==> src/rtl/ibfc_pkg.sv <==
// Shared types, constants and CRC table for the IMU burst frame checker.
package ibfc_pkg;

    localparam int FRAME_WORDS_DEF = 14;
    localparam int CRC_WORDS_DEF   = 11;

    localparam logic [15:0] DIAG_MASK_RESET = 16'h0020;
    localparam logic [15:0] CRC_INIT        = 16'hFFFF;
    localparam logic [15:0] CRC_POLY        = 16'h1021;

    // Register map (byte addresses on the APB port)
    localparam int          PADDR_W           = 2;
    localparam logic [PADDR_W-1:0] ADDR_DIAG_FAIL_MASK = 2'd0;

    // Stream widths
    localparam int S_TDATA_W = 8;
    localparam int M_TDATA_W = 40;

    typedef struct packed {
        logic [3:0]  word_index;
        logic [15:0] word_value;
        logic        frame_end;
        logic        crc_ok;
        logic        diag_ok;
        logic [15:0] computed_crc;
    } ibfc_res_t;

    typedef logic [15:0] crc_tab_t [256];

    function automatic crc_tab_t build_crc_tab();
        crc_tab_t    tab;
        logic [15:0] c;
        for (int i = 0; i < 256; i++) begin
            c = 16'(i);
            for (int r = 0; r < 8; r++) begin
                c = (c >> 1) ^ (c[0] ? CRC_POLY : 16'h0000);
            end
            tab[i] = c;
        end
        return tab;
    endfunction

    localparam crc_tab_t CRC_TAB = build_crc_tab();

    // One reflected byte step: (crc >> 8) ^ T[(crc ^ byte) & 0xFF]
    function automatic logic [15:0] crc_byte(input logic [15:0] c, input logic [7:0] b);
        logic [7:0] idx;
        idx = c[7:0] ^ b;
        return {8'h00, c[15:8]} ^ CRC_TAB[idx];
    endfunction

endpackage

==> src/rtl/ibfc_crc_unit.sv <==
// CRC word step (low byte then high byte) and final inversion with byte swap.
module ibfc_crc_unit (
    input  logic [15:0] crc_in,
    input  logic [7:0]  high_byte,
    input  logic [7:0]  low_byte,
    output logic [15:0] crc_step,
    output logic [15:0] crc_final
);
    import ibfc_pkg::*;

    logic [15:0] crc_mid;
    logic [15:0] crc_inv;

    always_comb begin
        crc_mid   = crc_byte(crc_in, low_byte);
        crc_step  = crc_byte(crc_mid, high_byte);
        crc_inv   = ~crc_in;
        crc_final = {crc_inv[7:0], crc_inv[15:8]};
    end

endmodule

==> src/rtl/ibfc_frame_core.sv <==
// Frame tracking state: byte position, held byte, running CRC, diagnostic word.
module ibfc_frame_core #(
    parameter int FRAME_WORDS = ibfc_pkg::FRAME_WORDS_DEF,
    parameter int CRC_WORDS   = ibfc_pkg::CRC_WORDS_DEF
) (
    input  logic               aclk,
    input  logic               aresetn,
    input  logic               beat_accept,
    input  logic [7:0]         rx_byte,
    input  logic               frame_start,
    input  logic [15:0]        diag_fail_mask,
    output logic               res_valid,
    output ibfc_pkg::ibfc_res_t res
);
    import ibfc_pkg::*;

    localparam int POS_W  = $clog2(2 * FRAME_WORDS + 1);
    localparam int WIDX_W = POS_W - 1;

    logic [POS_W-1:0]  pos_reg, pos_next, pos_eff;
    logic [7:0]        held_reg, held_next;
    logic [15:0]       crc_reg, crc_next, crc_eff;
    logic [15:0]       diag_reg, diag_next, diag_eff;
    logic [WIDX_W-1:0] widx;
    logic [15:0]       word;
    logic              active, odd, is_last, in_window;
    logic [15:0]       crc_step, crc_final;

    ibfc_crc_unit u_crc (
        .crc_in    (crc_eff),
        .high_byte (held_reg),
        .low_byte  (rx_byte),
        .crc_step  (crc_step),
        .crc_final (crc_final)
    );

    always_comb begin
        pos_eff  = frame_start ? '0 : pos_reg;
        crc_eff  = frame_start ? CRC_INIT : crc_reg;
        diag_eff = frame_start ? 16'h0000 : diag_reg;

        active    = pos_eff < POS_W'(2 * FRAME_WORDS);
        odd       = pos_eff[0];
        widx      = pos_eff[POS_W-1:1];
        word      = {held_reg, rx_byte};
        is_last   = widx == WIDX_W'(FRAME_WORDS - 1);
        in_window = (32'(widx) >= 32'd2) && (32'(widx) < 32'(2 + CRC_WORDS));

        res_valid = active && odd && (widx != '0);

        res              = '0;
        res.word_index   = 4'(widx);
        res.word_value   = word;
        if (is_last) begin
            res.frame_end    = 1'b1;
            res.crc_ok       = word == crc_final;
            res.diag_ok      = (diag_eff & diag_fail_mask) == 16'h0000;
            res.computed_crc = crc_final;
        end

        pos_next  = pos_reg;
        held_next = held_reg;
        crc_next  = crc_reg;
        diag_next = diag_reg;
        if (beat_accept) begin
            pos_next  = pos_eff;
            crc_next  = crc_eff;
            diag_next = diag_eff;
            if (active) begin
                pos_next = pos_eff + POS_W'(1);
                if (!odd) begin
                    held_next = rx_byte;
                end else if (!is_last) begin
                    if (widx == WIDX_W'(1)) begin
                        diag_next = word;
                    end
                    if (in_window) begin
                        crc_next = crc_step;
                    end
                end
            end
        end
    end

    always_ff @(posedge aclk) begin
        if (!aresetn) begin
            pos_reg  <= '0;
            held_reg <= 8'h00;
            crc_reg  <= CRC_INIT;
            diag_reg <= 16'h0000;
        end else begin
            pos_reg  <= pos_next;
            held_reg <= held_next;
            crc_reg  <= crc_next;
            diag_reg <= diag_next;
        end
    end

endmodule

==> src/rtl/imu_burst_frame_checker_unit.sv <==
// Top level of the IMU burst frame checker: APB register, frame core, output register.
//
// Usage:
//   Input stream (s_*): one received burst byte per beat, most significant byte of
//   each 16-bit word first. s_tdata[7:0] carries the byte; s_tuser flags byte 0 of
//   a new frame and clears position, CRC and diagnostic word before that byte.
//   Output stream (m_*): one beat per completed word from index 1 to the last word.
//   m_tlast marks the CRC word, the last beat of a frame, which also carries the
//   verdict (crc_ok, diag_ok) and the computed CRC; on other beats these are zero.
//   Word 0 and bytes beyond the frame produce no beat.
//   APB port: register diag_fail_mask at byte address 0 (reset 0x0020); a set
//   diagnostic bit under the mask fails the frame. Write only while idle.
// Timing:
//   One byte per cycle sustained while m_tready does not stall a held result; the CRC
//   word step (two chained table lookups) feeds back into the running CRC register.
//   A result appears on m_* in the cycle after the byte that completes its word is accepted.
// Reset (aresetn low, synchronous): position 0, CRC 0xFFFF, output stream empty.
// Stall: while m_tready is low a held result blocks every input byte; s_tready
//   stays high whenever the output register is empty or being emptied.
module imu_burst_frame_checker_unit #(
    parameter int FRAME_WORDS = ibfc_pkg::FRAME_WORDS_DEF,
    parameter int CRC_WORDS   = ibfc_pkg::CRC_WORDS_DEF
) (
    input  logic                             aclk,
    input  logic                             aresetn,
    // APB configuration port
    input  logic                             psel,
    input  logic                             penable,
    input  logic                             pwrite,
    input  logic [ibfc_pkg::PADDR_W-1:0]     paddr,
    input  logic [31:0]                      pwdata,
    output logic [31:0]                      prdata,
    output logic                             pready,
    // Input stream
    input  logic                             s_tvalid,
    output logic                             s_tready,
    input  logic [ibfc_pkg::S_TDATA_W-1:0]   s_tdata,  // [7:0] rx_byte
    input  logic                             s_tuser,  // [0] frame_start
    // Result stream
    output logic                             m_tvalid,
    input  logic                             m_tready,
    output logic [ibfc_pkg::M_TDATA_W-1:0]   m_tdata,  // [3:0] word_index, [19:4] word_value,
                                                       // [20] crc_ok, [21] diag_ok,
                                                       // [37:22] computed_crc, [39:38] zero
    output logic                             m_tlast   // frame_end
);
    import ibfc_pkg::*;

    logic        s_accept;
    logic        res_valid;
    ibfc_res_t   res;
    logic [15:0] mask_reg, mask_next;
    logic        m_valid_reg, m_valid_next;
    ibfc_res_t   m_res_reg, m_res_next;

    // Configuration register: write on the access phase
    always_comb begin
        pready    = 1'b1;
        mask_next = mask_reg;
        if (psel && penable && pwrite && pready && (paddr == ADDR_DIAG_FAIL_MASK)) begin
            mask_next = pwdata[15:0];
        end
        prdata = (paddr == ADDR_DIAG_FAIL_MASK) ? {16'h0000, mask_reg} : 32'h0000_0000;
    end

    // Take a new byte whenever the output register is free or draining
    assign s_tready = !m_valid_reg || m_tready;
    assign s_accept = s_tvalid && s_tready;

    ibfc_frame_core #(
        .FRAME_WORDS (FRAME_WORDS),
        .CRC_WORDS   (CRC_WORDS)
    ) u_core (
        .aclk           (aclk),
        .aresetn        (aresetn),
        .beat_accept    (s_accept),
        .rx_byte        (s_tdata[7:0]),
        .frame_start    (s_tuser),
        .diag_fail_mask (mask_reg),
        .res_valid      (res_valid),
        .res            (res)
    );

    // Output register: load a new result, else drop the one just taken
    always_comb begin
        m_valid_next = m_valid_reg;
        m_res_next   = m_res_reg;
        if (s_accept && res_valid) begin
            m_valid_next = 1'b1;
            m_res_next   = res;
        end else if (m_tready) begin
            m_valid_next = 1'b0;
        end
    end

    always_ff @(posedge aclk) begin
        if (!aresetn) begin
            mask_reg    <= DIAG_MASK_RESET;
            m_valid_reg <= 1'b0;
        end else begin
            mask_reg    <= mask_next;
            m_valid_reg <= m_valid_next;
        end
    end

    always_ff @(posedge aclk) begin
        m_res_reg <= m_res_next;
    end

    assign m_tvalid = m_valid_reg;
    assign m_tlast  = m_res_reg.frame_end;
    assign m_tdata  = {2'b00, m_res_reg.computed_crc, m_res_reg.diag_ok, m_res_reg.crc_ok,
                       m_res_reg.word_value, m_res_reg.word_index};

endmodule

==> config.mk <==
export PLATFORM = sky130hd
export DESIGN_NAME = imu_burst_frame_checker_unit
export DESIGN_NICKNAME = d
export VERILOG_FILES = /design/src/rtl/ibfc_pkg.sv /design/src/rtl/ibfc_crc_unit.sv /design/src/rtl/ibfc_frame_core.sv /design/src/rtl/imu_burst_frame_checker_unit.sv
export SDC_FILE = /design/constraint.sdc
export NUM_CORES = 1
export LEC_CHECK = 0
export ABC_AREA = 1
export BUFFER_PORTS_ARGS = -buffer_cell sky130_fd_sc_hd__buf_4
export CORE_ASPECT_RATIO = 0.5
export CORE_MARGIN = 4
export CORE_UTILIZATION = 55
export DETAILED_ROUTE_END_ITERATION = 12
export GPL_TIMING_DRIVEN = 0
export PLACE_DENSITY = 0.8
export SYNTH_ARGS = -nofsm -noshare
export SYNTH_HDL_FRONTEND = slang
export SYNTH_SLANG_ARGS = --single-unit
==> constraint.sdc <==
create_clock -name aclk -period 3.74 [get_ports aclk]
set_clock_uncertainty 0.15 [all_clocks]
set_input_delay 0.935 -clock aclk [delete_from_list [all_inputs] [get_ports aclk]]
set_output_delay 0.935 -clock aclk [all_outputs]
set_load 0.03 [all_outputs]
* Word-level counts from Yosys, hierarchy flattened
Memories as Yosys holds them, arrays and structs flattened. Index checks and enable logic that the tools add are counted. Widths: inputs -> output; s select.
Cells by class: bitwise gates (word level) 9, equal/unequal tests 3, muxes and demuxes 20, add/subtract/negate cells 1, reductions and logical operators 15, magnitude comparators 5
Operator list (number):
- $mux 16 | 15
- $xor 8x16->16 | 2
- $mux 19 | 1
- $ge 9x9->1 const B | 2
- $not 8->9 | 2
- $and 16x16->16 | 1
- $eq 16x16->1 | 1
- $logic_not 16->1 | 1
- $not 16->16 | 1
- $xor 8x8->8 | 2
- $mux 5 | 2
- $logic_and 1x1->1 | 8
- $add 5x1->5 const B | 1
- $lt 5x5->1 const B | 1
- $eq 4x1->1 const B | 1
- $eq 4x4->1 const B | 1
- $ge 4x2->1 const B | 1
- $lt 4x4->1 const B | 1
- $reduce_bool 4->1 | 1
- $reduce_and 3->1 | 1
- $logic_not 2->1 | 1
- $mux 1 | 2
- $reduce_bool 2->1 | 1
- $logic_not 1->1 | 1
- 2 further kinds | 2
Word-level totals: word-level logic and storage cells 67, register bits 101, memory bits (read-only) 8192, input bits 50, output and inout port bits 76, memories kept 2
Memory list:
- (name not given) | words 256, bits a word 16, rd ports 1, clocked after Yosys merged registers in 0, wr ports 0, line ibfc_pkg.sv:49 | return {8'h00, c[15:8]} ^ CRC_TAB[idx];
- (name not given) | words 256, bits a word 16, rd ports 1, clocked after Yosys merged registers in 0, wr ports 0, line ibfc_pkg.sv:49

* Longest topological paths before layout
Gate-level depths: netlist of the first run.
word-level depth 17, gate-level depth with buffers 25

* Cells and area by module
From an unflattened synthesis of the first run, not the netlist that was laid out.
Unflattened totals: cell total of the unflattened synthesis 980, area total of the unflattened synthesis 6682.7 um2
Modules (own cells, without submodules):
- ibfc_frame_core | sequential area each 900.9 um2, instances 1, area each 3194.3 um2, cells each 532
- imu_burst_frame_checker_unit | sequential area each 1511.4 um2, instances 1, area each 2247.2 um2, cells each 212
- ibfc_crc_unit | sequential area each 0.0 um2, instances 1, area each 1241.2 um2, cells each 236

* Worst setup path before layout of the first run
OpenSTA, ideal clock, no wires.
path type input port to flip-flop, start in s_tuser, end reg m_res_reg (netlist bit m_tdata[0]), enable pin, path buffers 3, arrival time 2.649 ns, cell stages on the path 10, path slack 0.547 ns, cell sequence buf_6 buf_6 buf_6 nor3_1 inv_1 nor2_1 inv_2 ha_1 nand3_1 inv_1
Between the ends: word-level cells in the longest chain between the ends 5, elaborated cells on any way between the ends 6
RTL lines:
- start: declaration | line imu_burst_frame_checker_unit.sv:38 | input logic s_tuser,
- $mux 5 (*) | line ibfc_frame_core.sv:38 | pos_eff = frame_start ? '0 : pos_reg;
- $lt 5x5->1 | line ibfc_frame_core.sv:42 | active = pos_eff < POS_W'(2 * FRAME_WORDS);
- $logic_and 1x1->1 | line ibfc_frame_core.sv:49 | res_valid = active && odd && (widx != '0);
- $logic_and 1x1->1 (*) | line ibfc_frame_core.sv:49
- $logic_and 1x1->1 (*) | line imu_burst_frame_checker_unit.sv:88 | if (s_accept && res_valid) begin
- end signal: assignment | line imu_burst_frame_checker_unit.sv:107 | m_res_reg <= m_res_next;
- end: declaration | line imu_burst_frame_checker_unit.sv:54 | ibfc_res_t m_res_reg, m_res_next;
Mark *: on every way between the ends. The rest lies on a longest branch, timed or not. A chain may end at the register's enable or synchronous reset.

* Worst setup path after layout of the first run
start in s_tdata[3] (netlist name), end reg u_core.crc_reg[2]
Between the ends: word-level cells in the longest chain between the ends 16
RTL lines:
- start: declaration | line imu_burst_frame_checker_unit.sv:37 | input logic [ibfc_pkg::S_TDATA_W-1:0] s_tdata,
- $xor 8x8->8 (*) | line ibfc_pkg.sv:48 | idx = c[7:0] ^ b;
- $not 8->9 (not written as such) (*) | line ibfc_pkg.sv:49
- $mem_v2 256x16 (*)
- $mux 16 (not written as such) (*) (2 in series) | line ibfc_pkg.sv:49
- $xor 8x16->16 (*) | line ibfc_pkg.sv:49
- $xor 8x8->8 | line ibfc_pkg.sv:48
- $not 8->9 (not written as such) | line ibfc_pkg.sv:49
- $mem_v2 256x16
- $mux 16 (not written as such) (2 in series) | line ibfc_pkg.sv:49
- $xor 8x16->16 (*) | line ibfc_pkg.sv:49
- $mux 16 (*) | line ibfc_frame_core.sv:77 | if (in_window) begin
- $mux 16 (*) | line ibfc_frame_core.sv:73 | end else if (!is_last) begin
- $mux 16 (*) | line ibfc_frame_core.sv:71 | if (!odd) begin
- $mux 16 (*) | line ibfc_frame_core.sv:69 | if (active) begin
- end signal: assignment | line ibfc_frame_core.sv:94 | crc_reg <= crc_next;
- end: declaration | line ibfc_frame_core.sv:22 | logic [15:0] crc_reg, crc_next, crc_eff;
Mark *: on every way between the ends. The rest lies on a longest branch, timed or not. The select of a mux whose other input is x is not followed.

==> results of run 1 <==
-- placed cells by master, fill, tap and decap left out, types with 6 or more instances in the layout --
master	count
nand4_1	7
nand3_1	49
o21ai_0	49
a221oi_1	6
a31oi_1	11
nor2_2	6
o21ai_1	8
clkbuf_16	9
nand2_1	173
o211ai_1	21
conb_1	19
xor2_1	19
nand2_2	25
clkbuf_1	26
nor2_1	59
buf_4	107
inv_1	95
edfxtp_1	39
dfxtp_1	62
a21oi_1	67
-- final cells by class --
class / instances / area, sq um / share of cell area, %
multi-input cells: 561 / 2930 / 41.0
flip-flops and latches: 101 / 2410 / 33.8
repair buffers: 88 / 661 / 9.26
inverters: 103 / 389 / 5.46
plain buffers: 50 / 293 / 4.11
clock buffers: 11 / 233 / 3.26
well taps: 140 / 175 / 2.46
clock inverters: 5 / 43.8 / 0.614
-- how the worst max path moves through the flow --
stage | from | endpoint | slack, ns | cells after the start
floorplan | s_tuser | m_tdata[0] | 0.55 | 10
global placement | s_tuser | m_tdata[9] | 0.03 | 8
detailed placement | s_tuser | m_tdata[8] | -0.006 | 10
CTS | s_tuser | m_tdata[17] | 0.36 | 10
global route | s_tdata[3] | u_core.crc_reg[4] | 0.21 | 23
finish | s_tdata[3] | u_core.crc_reg[2] | 0.48 | 23
-- critical path, delay by kind of cell --
family / cells / cell delay [ns]
and+or+nand+nor: 19 / 1.80
buffers and inverters: 3 / 0.43
AOI/OAI and AO/OA: 1 / 0.17
-- synth_stat cells, types with 6 or more instances --
cell	instances	area (sq um)
a21oi_1	67	335
a221oi_1	6	52.6
a31oi_1	11	68.8
buf_4	19	143
clkbuf_1	24	90.1
dfxtp_1	62	1240
edfxtp_1	39	1170
inv_1	96	360
nand2_1	173	649
nand2_2	25	156
nand3_1	49	245
nand4_1	7	43.8
nor2_1	59	221
nor2_2	6	37.5
o211ai_1	21	158
o21ai_0	49	245
o21ai_1	8	40.0
xor2_1	19	166
-- routing by layer --
metal	track usage, %	wire [microns]	share of wire [%]
met1	36.4	7300	41
met2	49.7	7880	45
met3	7.05	2040	12
met4	9.16	412	2.3
met5	0	0	0
-- where the power goes --
| part | total, mW | internal, mW | leakage (nW) | switching, mW |
|---|---|---|---|---|
| registers | 1.22 | 1.18 | 0.826 | 0.0349 |
| logic | 0.820 | 0.268 | 2.28 | 0.552 |
| clock network | 0.907 | 0.463 | 0.134 | 0.444 |
| total | 2.94 | 1.91 | 3.24 | 1.03 |
-- stage by stage --
stage | instances | util [%] | setup slack (ns)
global route | 1059 | 68.7 | 0.212
finish | 1059 | 68.7 | 0.478
global placement | 1043 | 66.1 | 0.0252
detailed placement | 1043 | 66.1 | -0.00552
CTS | 1059 | 68.7 | 0.357
floorplan | 815 | - | 0.547
-- cells by family (layout without fill, tap and decap cells) --
| family | count (synthesis) | in the layout | share of synthesized area [%] |
|---|---|---|---|
| AND/OR/NAND/NOR | 336 | 336 | 25.4 |
| AO/OA/AOI/OAI | 174 | 174 | 16.6 |
| buffers and inverters | 153 | 257 | 11.4 |
| flip-flops | 101 | 101 | 40.5 |
| XOR/XNOR | 30 | 30 | 5.50 |
| adder cells (fa/ha/maj) | 2 | 2 | 0.420 |
| other | 2 | 19 | 0.126 |
==> flow_metrics.env, run 1 <==
export IMPL_max_freq_mhz=307
export IMPL_rsz0062_at_grt="no"
export IMPL_n_fill_cell=899
export IMPL_r2r_cells=22
export IMPL_final_nets=966
export IMPL_setup_viol=0
export IMPL_holdBufCountCts=0
export IMPL_synth_edf_count=39
export IMPL_cts_tree="done"
export IMPL_diodes=0
export IMPL_avgSynthCellArea_sq_um=7.46
export IMPL_port_buffer_count=88
export IMPL_worstSkewPairLatency_ns=0.35
export IMPL_drtIter0Drc=633
export IMPL_crit_top_cell="nand2_1"
export IMPL_cts_buffers=9
export IMPL_status="finished, final reports clean"
export IMPL_postRouteWirelength_microns=17600
export IMPL_power_mw=2.94
export IMPL_cp_required_ns=3.84
export IMPL_clock_path_buffers=2
export IMPL_core_rowCount=26
export IMPL_dieHeight_microns=81.6
export IMPL_max_slew_margin_rel_pct=45.3
export IMPL_syn2layout_area_growth_pct=19.7
export IMPL_reg2reg_to="u_core.crc_reg[4]"
export IMPL_postPlaceCellArea_sq_mm=0.00686
export IMPL_largest_reg_flops=38
export IMPL_io_pins=126
export IMPL_crit_slowest_cell="inv_1"
export IMPL_start_util_pct=57.4
export IMPL_synth_area_sq_mm=0.00596
export IMPL_crit_type="input pin to flop"
export IMPL_async_flop_share_pct=0
export IMPL_ys_warn_count=0
export IMPL_worst_setup_path_start_kind="input pin"
export IMPL_worstHoldEndpoint="mask_reg[6]"
export IMPL_grt_pass1_wl_microns=28500
export IMPL_first_pass_iters=6
export IMPL_slowest_delay_ns=0.25
export IMPL_drt_antenna_violating_nets=0
export IMPL_yosysSeqAreaShare_pct=40.5
export IMPL_grt_start_max_net_pins=40
export IMPL_die_w_microns=155
export IMPL_vias=5888
export IMPL_cts_resized_gates=0
export IMPL_tightest_slew_ns=0.819
export IMPL_htreeDepth=3
export IMPL_syn_inst=798
export IMPL_cp_end_kind="flop"
export IMPL_crit_arrival_ns=3.36
export IMPL_synth_main_ff_cell="dfxtp_1"
export IMPL_fin_tns_setup_ns=0
export IMPL_ir_worst_vdd_uv=258
export IMPL_hp_class="flop to flop"
export IMPL_timing_rr_start="u_core.crc_reg[1]"
export IMPL_place_gp_congestion=0.959
export IMPL_hp_start="mask_reg[6]"
export IMPL_power_per_cell_area_mw_per_mm2=413
export IMPL_drc=0
export IMPL_holdWs_ns=0.327
export IMPL_clkTransAtPathRegs_ns=0.07
export IMPL_grt_usage_pct=28.9
export IMPL_ys_ff_latch=101
export IMPL_cellLeakagePower_nw=3.24
export IMPL_grt_overflow=0
export IMPL_worstPathCellList="buf_4 > inv_1 > o21ai_1 > nand2_1 > nand2_1 > nand2_1 > nand2_1 > nand2_4 > nand2_2 > nand2_2 > nand2_2 > nand2_2 > inv_2 > nand2_1 > nand3_2 > nand2_2 > nand2_1 > nand2_1 > nand2_1 > nand3_1 > nand2_1 > nand2_1 > nand2_1"
export IMPL_wl_per_cell_microns=16.7
export IMPL_first_global_vias=5645
export IMPL_vias_per_cell=5.56
export IMPL_slew_viol_final=0
export IMPL_critical_path_max_fanout=6
export IMPL_clock_root_buffer="clkbuf_16"
export IMPL_ys_types=39
export IMPL_drive_above_1_share_pct=19.7
export IMPL_final_area_sq_mm=0.00713
export IMPL_core_sq_mm=0.0104
export IMPL_design_die_area_sq_mm=0.0127
export IMPL_clock_sinks=101
export IMPL_dp_hpwl_microns=13900
export IMPL_maxCapViolations=0
export IMPL_period_minus_slack_ns=3.26
export IMPL_fin_crit_sh_pct=87.2
export IMPL_hold_viol_final=0
export IMPL_whs_path_depth=2
export IMPL_r2r_setup_slack_ns=0.97
export IMPL_cts_setup_buffers=0
export IMPL_antenna_found_initial=0
Note: power is estimated with default switching activity, not from simulation.
==> run 2: changes to the inputs <==
--- a/config.mk
+++ b/config.mk
@@ -8,7 +8,7 @@
 export ABC_AREA = 1
 export BUFFER_PORTS_ARGS = -buffer_cell sky130_fd_sc_hd__buf_4
 export CORE_ASPECT_RATIO = 0.5
-export CORE_MARGIN = 4
+export CORE_MARGIN = 3
 export CORE_UTILIZATION = 55
 export DETAILED_ROUTE_END_ITERATION = 12
 export GPL_TIMING_DRIVEN = 0
==> flow_metrics.env, run 2 (same netlist as run 1, synthesis figures left out) <==
export IMPL_hold_viol_final=0
export IMPL_reg2reg_to="u_core.crc_reg[2]"
export IMPL_clock_sinks=101
export IMPL_die_w_microns=153
export IMPL_n_fill_cell=860
export IMPL_ir_worst_vdd_uv=242
export IMPL_worstSkewPairLatency_ns=0.35
export IMPL_crit_type="input pin to flop"
export IMPL_slowest_delay_ns=0.25
export IMPL_max_freq_mhz=306
export IMPL_crit_arrival_ns=3.37
export IMPL_period_minus_slack_ns=3.27
export IMPL_tightest_slew_ns=0.833
export IMPL_syn2layout_area_growth_pct=20.2
export IMPL_postRouteWirelength_microns=17600
export IMPL_layout_common_cells="nand2_1 (173), buf_4 (107), inv_1 (95), a21oi_1 (67), dfxtp_1 (62)"
export IMPL_hp_class="flop to flop"
export IMPL_cp_end_kind="flop"
export IMPL_power_per_cell_area_mw_per_mm2=417
export IMPL_cts_tree="done"
export IMPL_hp_start="mask_reg[15]"
export IMPL_max_slew_margin_rel_pct=44.4
export IMPL_fin_crit_sh_pct=87.5
export IMPL_slew_viol_final=0
export IMPL_core_rowCount=26
export IMPL_clock_path_buffers=2
export IMPL_power_mw=2.98
export IMPL_clock_root_buffer="clkbuf_16"
export IMPL_holdBufCountCts=0
export IMPL_io_pins=126
export IMPL_grt_start_max_net_pins=40
export IMPL_status="finished, final reports clean"
export IMPL_worstPathCellList="buf_4 > inv_1 > o21ai_1 > nand2_1 > nand2_1 > nand2_1 > nand2_1 > nand2_4 > nand2_2 > nand2_2 > nand2_2 > nand2_2 > inv_2 > nand2_1 > nand3_2 > nand2_2 > nand2_1 > nand2_1 > nand2_1 > nand3_1 > nand2_1 > nand2_1 > nand2_1"
export IMPL_crit_buf_inv=3
export IMPL_rsz0062_at_grt="no"
export IMPL_drt_antenna_violating_nets=0
export IMPL_grt_pass1_wl_microns=28100
export IMPL_layout_commonest_cell="nand2_1"
export IMPL_utilization_pct=69.0
export IMPL_critical_path_max_fanout=6
export IMPL_start_util_pct=57.4
export IMPL_maxCapViolations=0
export IMPL_r2r_setup_slack_ns=0.93
export IMPL_htreeDepth=3
export IMPL_cellLeakagePower_nw=3.25
export IMPL_wl_per_cell_microns=16.6
export IMPL_crit_top_cell="nand2_1"
export IMPL_final_nets=966
export IMPL_design_die_area_sq_mm=0.0122
export IMPL_largest_reg_flops=38
export IMPL_first_global_vias=5505
export IMPL_vias=5865
export IMPL_timing_rr_start="u_core.crc_reg[6]"
export IMPL_worst_setup_path_start_kind="input pin"
export IMPL_dieHeight_microns=79.6
export IMPL_vias_per_cell=5.53
export IMPL_port_buffer_count=88
export IMPL_cts_setup_buffers=0
export IMPL_core_sq_mm=0.0104
export IMPL_crit_slowest_cell="inv_1"
export IMPL_grt_usage_pct=29.2
export IMPL_cp_required_ns=3.84
export IMPL_drive_above_1_share_pct=19.8
export IMPL_cts_resized_gates=0
export IMPL_drc=0
export IMPL_place_gp_congestion=0.970
export IMPL_clkTransAtPathRegs_ns=0.07
export IMPL_crit_family="simple AND/OR/NAND/NOR gates"
export IMPL_r2r_cells=20
export IMPL_first_pass_iters=5
export IMPL_cts_buffers=9
export IMPL_drtIter0Drc=667
export IMPL_antenna_found_initial=0
export IMPL_dp_hpwl_microns=13700
export IMPL_setup_viol=0
export IMPL_worstHoldEndpoint="mask_reg[15]"
export IMPL_whs_path_depth=2
export IMPL_grt_overflow=0
==> run 2: area by class of cell <==
cell class                      instances  area (sq um)  area share (%)
Antenna cell                            1          2.50          0.0350
Multi-Input combinational cell        561          2930            40.9
Sequential cell                       101          2410            33.7
Clock inverter                          6          48.8           0.682
Clock buffer                           10           250            3.50
Tap cell                              140           175            2.45
Timing Repair Buffer                   88           661            9.23
Buffer                                 50           293            4.09
Inverter                              103           389            5.44
==> run 2: worst max path at each step <==
| stage | endpoint | from | depth (start not counted) |
|---|---|---|---|
| finish | u_core.crc_reg[2] | s_tdata[3] | 23 |
| global route | u_core.crc_reg[4] | s_tdata[3] | 23 |
| CTS | m_tdata[4] | s_tuser | 8 |
| detailed placement | m_tdata[7] | s_tuser | 8 |
| global placement | m_tdata[9] | s_tuser | 8 |
| floorplan | m_tdata[0] | s_tuser | 10 |
==> run 2: through the flow <==
stage	cell area, sq um	setup WS (ns)	hold WS [ns]	TNS [ns]	std cells
floorplan	6020	0.547	0.291	0	815
global placement	6860	-0.00216	0.302	-0.0230	1043
detailed placement	6860	-0.0789	0.307	-2.96	1043
CTS	7150	0.249	0.323	0	1059
global route	7150	0.276	0.353	0	1059
finish	7160	0.468	0.324	0	1060
==> run 2: tightest hold or removal path: stages (launching register included) <==
cell	delay, ns
dfxtp_1	0.31
inv_1	0.06
a21oi_1	0.06
==> run 2: metal layers <==
| layer | GRT usage (%) | vias to the layer above | part of all wire (%) |
|---|---|---|---|
| li1 | - | 2832 | - |
| met2 | 48.4 | 328 | 45 |
| met1 | 38.6 | 2679 | 43 |
| met4 | 7.56 | 0 | 1.7 |
| met5 | 0 | - | 0 |
| met3 | 7.31 | 26 | 11 |
==> run 2: report_power, final <==
group,internal (mW),switching (mW)
Sequential,1.18,0.0350
Clock,0.502,0.442
Combinational,0.268,0.552
==> run 3: changes to the inputs <==
--- a/config.mk
+++ b/config.mk
@@ -8,10 +8,9 @@
 export ABC_AREA = 1
 export BUFFER_PORTS_ARGS = -buffer_cell sky130_fd_sc_hd__buf_4
 export CORE_ASPECT_RATIO = 0.5
-export CORE_MARGIN = 3
+export CORE_MARGIN = 2
 export CORE_UTILIZATION = 55
 export DETAILED_ROUTE_END_ITERATION = 12
-export GPL_TIMING_DRIVEN = 0
 export PLACE_DENSITY = 0.8
 export SYNTH_ARGS = -nofsm -noshare
 export SYNTH_HDL_FRONTEND = slang
==> flow_metrics.env, run 3 (same netlist as run 1, synthesis figures left out) <==
export IMPL_hp_class="flop to flop"
export IMPL_largest_reg_flops=38
export IMPL_worstPathCellList="buf_4 > buf_12 > nor2_2 > nand2_1 > nand2_1 > nand2_1 > nand2_4 > xor2_2 > inv_1 > nand2_1 > nand2_2 > nand2_1 > nand2_1 > nand3_2 > nand2_2 > nand2_1 > nand3_1 > nand2_1 > nand3_1 > nand2_1 > nand2_1"
export IMPL_clock_root_buffer="clkbuf_16"
export IMPL_drc=0
export IMPL_clock_path_buffers=2
export IMPL_top_usage_layer="met2"
export IMPL_postRouteWirelength_microns=16500
export IMPL_vias_per_cell=5.54
export IMPL_port_buffer_count=90
export IMPL_status="finished, final reports clean"
export IMPL_drtIter0Drc=536
export IMPL_worstSkewPairLatency_ns=0.35
export IMPL_r2r_setup_slack_ns=0.93
export IMPL_cts_resized_gates=0
export IMPL_clkTransAtPathRegs_ns=0.08
export IMPL_grt_pass1_wl_microns=25900
export IMPL_cts_setup_buffers=0
export IMPL_layout_common_cells="nand2_1 (173), buf_4 (107), inv_1 (96), a21oi_1 (67), dfxtp_1 (62)"
export IMPL_die_w_microns=151
export IMPL_max_slew_margin_rel_pct=43.2
export IMPL_cts_buffers=9
export IMPL_crit_top_cell="nand2_1"
export IMPL_dieHeight_microns=77.6
export IMPL_hold_viol_final=0
export IMPL_rsz0062_at_grt="no"
export IMPL_worst_setup_path_start_kind="input pin"
export IMPL_io_pins=126
export IMPL_grt_use_met3_pct=5.88
export IMPL_start_util_pct=57.4
export IMPL_fin_tns_setup_ns=0
export IMPL_holdBufCountCts=0
export IMPL_design_die_area_sq_mm=0.0117
export IMPL_period_minus_slack_ns=3.31
export IMPL_gr_usage_met1_pct=40.5
export IMPL_first_pass_iters=5
export IMPL_crit_buf_inv=3
export IMPL_use_met2_pct=46.1
export IMPL_crit_start="s_tuser"
export IMPL_wl_per_cell_microns=16.0
export IMPL_core_rowCount=26
export IMPL_core_sq_mm=0.0104
export IMPL_grt_overflow=0
export IMPL_vias=5702
export IMPL_first_global_vias=5087
export IMPL_place_gp_congestion=0.936
export IMPL_diodes=0
export IMPL_power_per_cell_area_mw_per_mm2=424
export IMPL_n_fill_cell=884
export IMPL_maxCapViolations=0
export IMPL_cts_tree="done"
export IMPL_ir_worst_vdd_uv=253
export IMPL_fin_crit_sh_pct=88.5
export IMPL_cellLeakagePower_nw=3.20
export IMPL_r2r_cells=20
export IMPL_pre_cts_ws_ns=0.115
export IMPL_htreeDepth=3
export IMPL_layout_commonest_cell="nand2_1"
export IMPL_setup_viol=0
export IMPL_crit_family="simple AND/OR/NAND/NOR gates"
export IMPL_critical_path_max_fanout=15
export IMPL_final_nets=937
export IMPL_finalWorstSetupSlack_ns=0.430
export IMPL_cp_end_kind="flop"
export IMPL_syn2layout_area_growth_pct=18.6
export IMPL_grt_usage_pct=28.9
export IMPL_drive_above_1_share_pct=19.9
export IMPL_slew_viol_final=0
export IMPL_timing_rr_start="u_core.crc_reg[6]"
export IMPL_max_freq_mhz=302
export IMPL_dp_hpwl_microns=12500
export IMPL_grt_start_max_net_pins=48
export IMPL_crit_arrival_ns=3.41
export IMPL_crit_path_end="u_core.crc_reg[3]"
export IMPL_register_area_sq_mm=0.00241
export IMPL_cp_required_ns=3.84
export IMPL_slowest_delay_ns=0.21
export IMPL_clock_sinks=101
export IMPL_holdWs_ns=0.322
export IMPL_drt_antenna_violating_nets=0
export IMPL_multi_input_area_sq_mm=0.00293
export IMPL_antenna_found_initial=0
export IMPL_power_mw=3.00
export IMPL_reg2reg_to="u_core.crc_reg[2]"
export IMPL_tightest_slew_ns=0.849
export IMPL_crit_slowest_cell="nand2_1"
export IMPL_worst_path_stages=21
export IMPL_crit_type="input pin to flop"
## run 3: cell types whose count changed in the layout (fill, tap and decap cells not counted), moves of 2 or more
cell      previous run  this run
inv_4                1         3
clkbuf_1            24         0
buf_12               0         2
clkinv_8             0         2
buf_2                3         0
buf_6                4         0
## run 3: worst min path at each step
stage	from	end	cells past startpoint
floorplan	u_core.crc_reg[12]	u_core.crc_reg[12]	2
global placement	u_core.crc_reg[13]	u_core.crc_reg[13]	2
detailed placement	u_core.crc_reg[13]	u_core.crc_reg[13]	2
CTS	u_core.crc_reg[13]	u_core.crc_reg[13]	2
global route	mask_reg[12]	mask_reg[12]	2
finish	mask_reg[2]	mask_reg[2]	2
## run 3: per-layer routing
metal / up-vias / part of all wire, %
li1: 2768 / -
met1: 2646 / 45
met2: 266 / 45
met3: 22 / 9.2
met4: 0 / 1.4
met5: - / 0
## run 3: cell type report
| cell class | count | share of cell area, % |
|---|---|---|
| Tap cell | 140 | 2.48 |
| Multi-Input combinational cell | 561 | 41.4 |
| Inverter | 103 | 5.51 |
| Timing Repair Buffer | 109 | 11.9 |
| Clock inverter | 6 | 0.921 |
| Clock buffer | 10 | 3.54 |
| Sequential cell | 101 | 34.2 |
## run 3: worst reg2reg max path: stages, from the launching register on
cell,delay [ns]
dfxtp_1,0.32
nor2_2,0.20
inv_1,0.16
nand2_1,0.10
nand2_1,0.15
nand2_1,0.15
nand2_2,0.12
xnor2_1,0.16
nand2_1,0.12
nand2_2,0.12
nand2_1,0.05
nand2_1,0.17
nand3_2,0.13
nand2_2,0.12
nand2_1,0.08
nand2_1,0.09
nand2_1,0.06
nand3_1,0.10
nand2_1,0.07
nand2_1,0.06
nand2_1,0.04
## run 3: per-stage QoR
stage	utilization, %	std cells	area [sq um]
2_1_floorplan	-	815	6020
5_1_grt	68.0	1030	7060
6_report	68.0	1030	7060
3_5_place_dp	65.0	1014	6750
3_3_place_gp	65.0	1014	6750
4_1_cts	68.0	1030	7060
## run 3: power by group
part           internal [mW]  switching (mW)  total, mW
logic                  0.262           0.541      0.803
registers               1.18          0.0349       1.22
clock network          0.511           0.467      0.978
total                   1.95            1.04       3.00
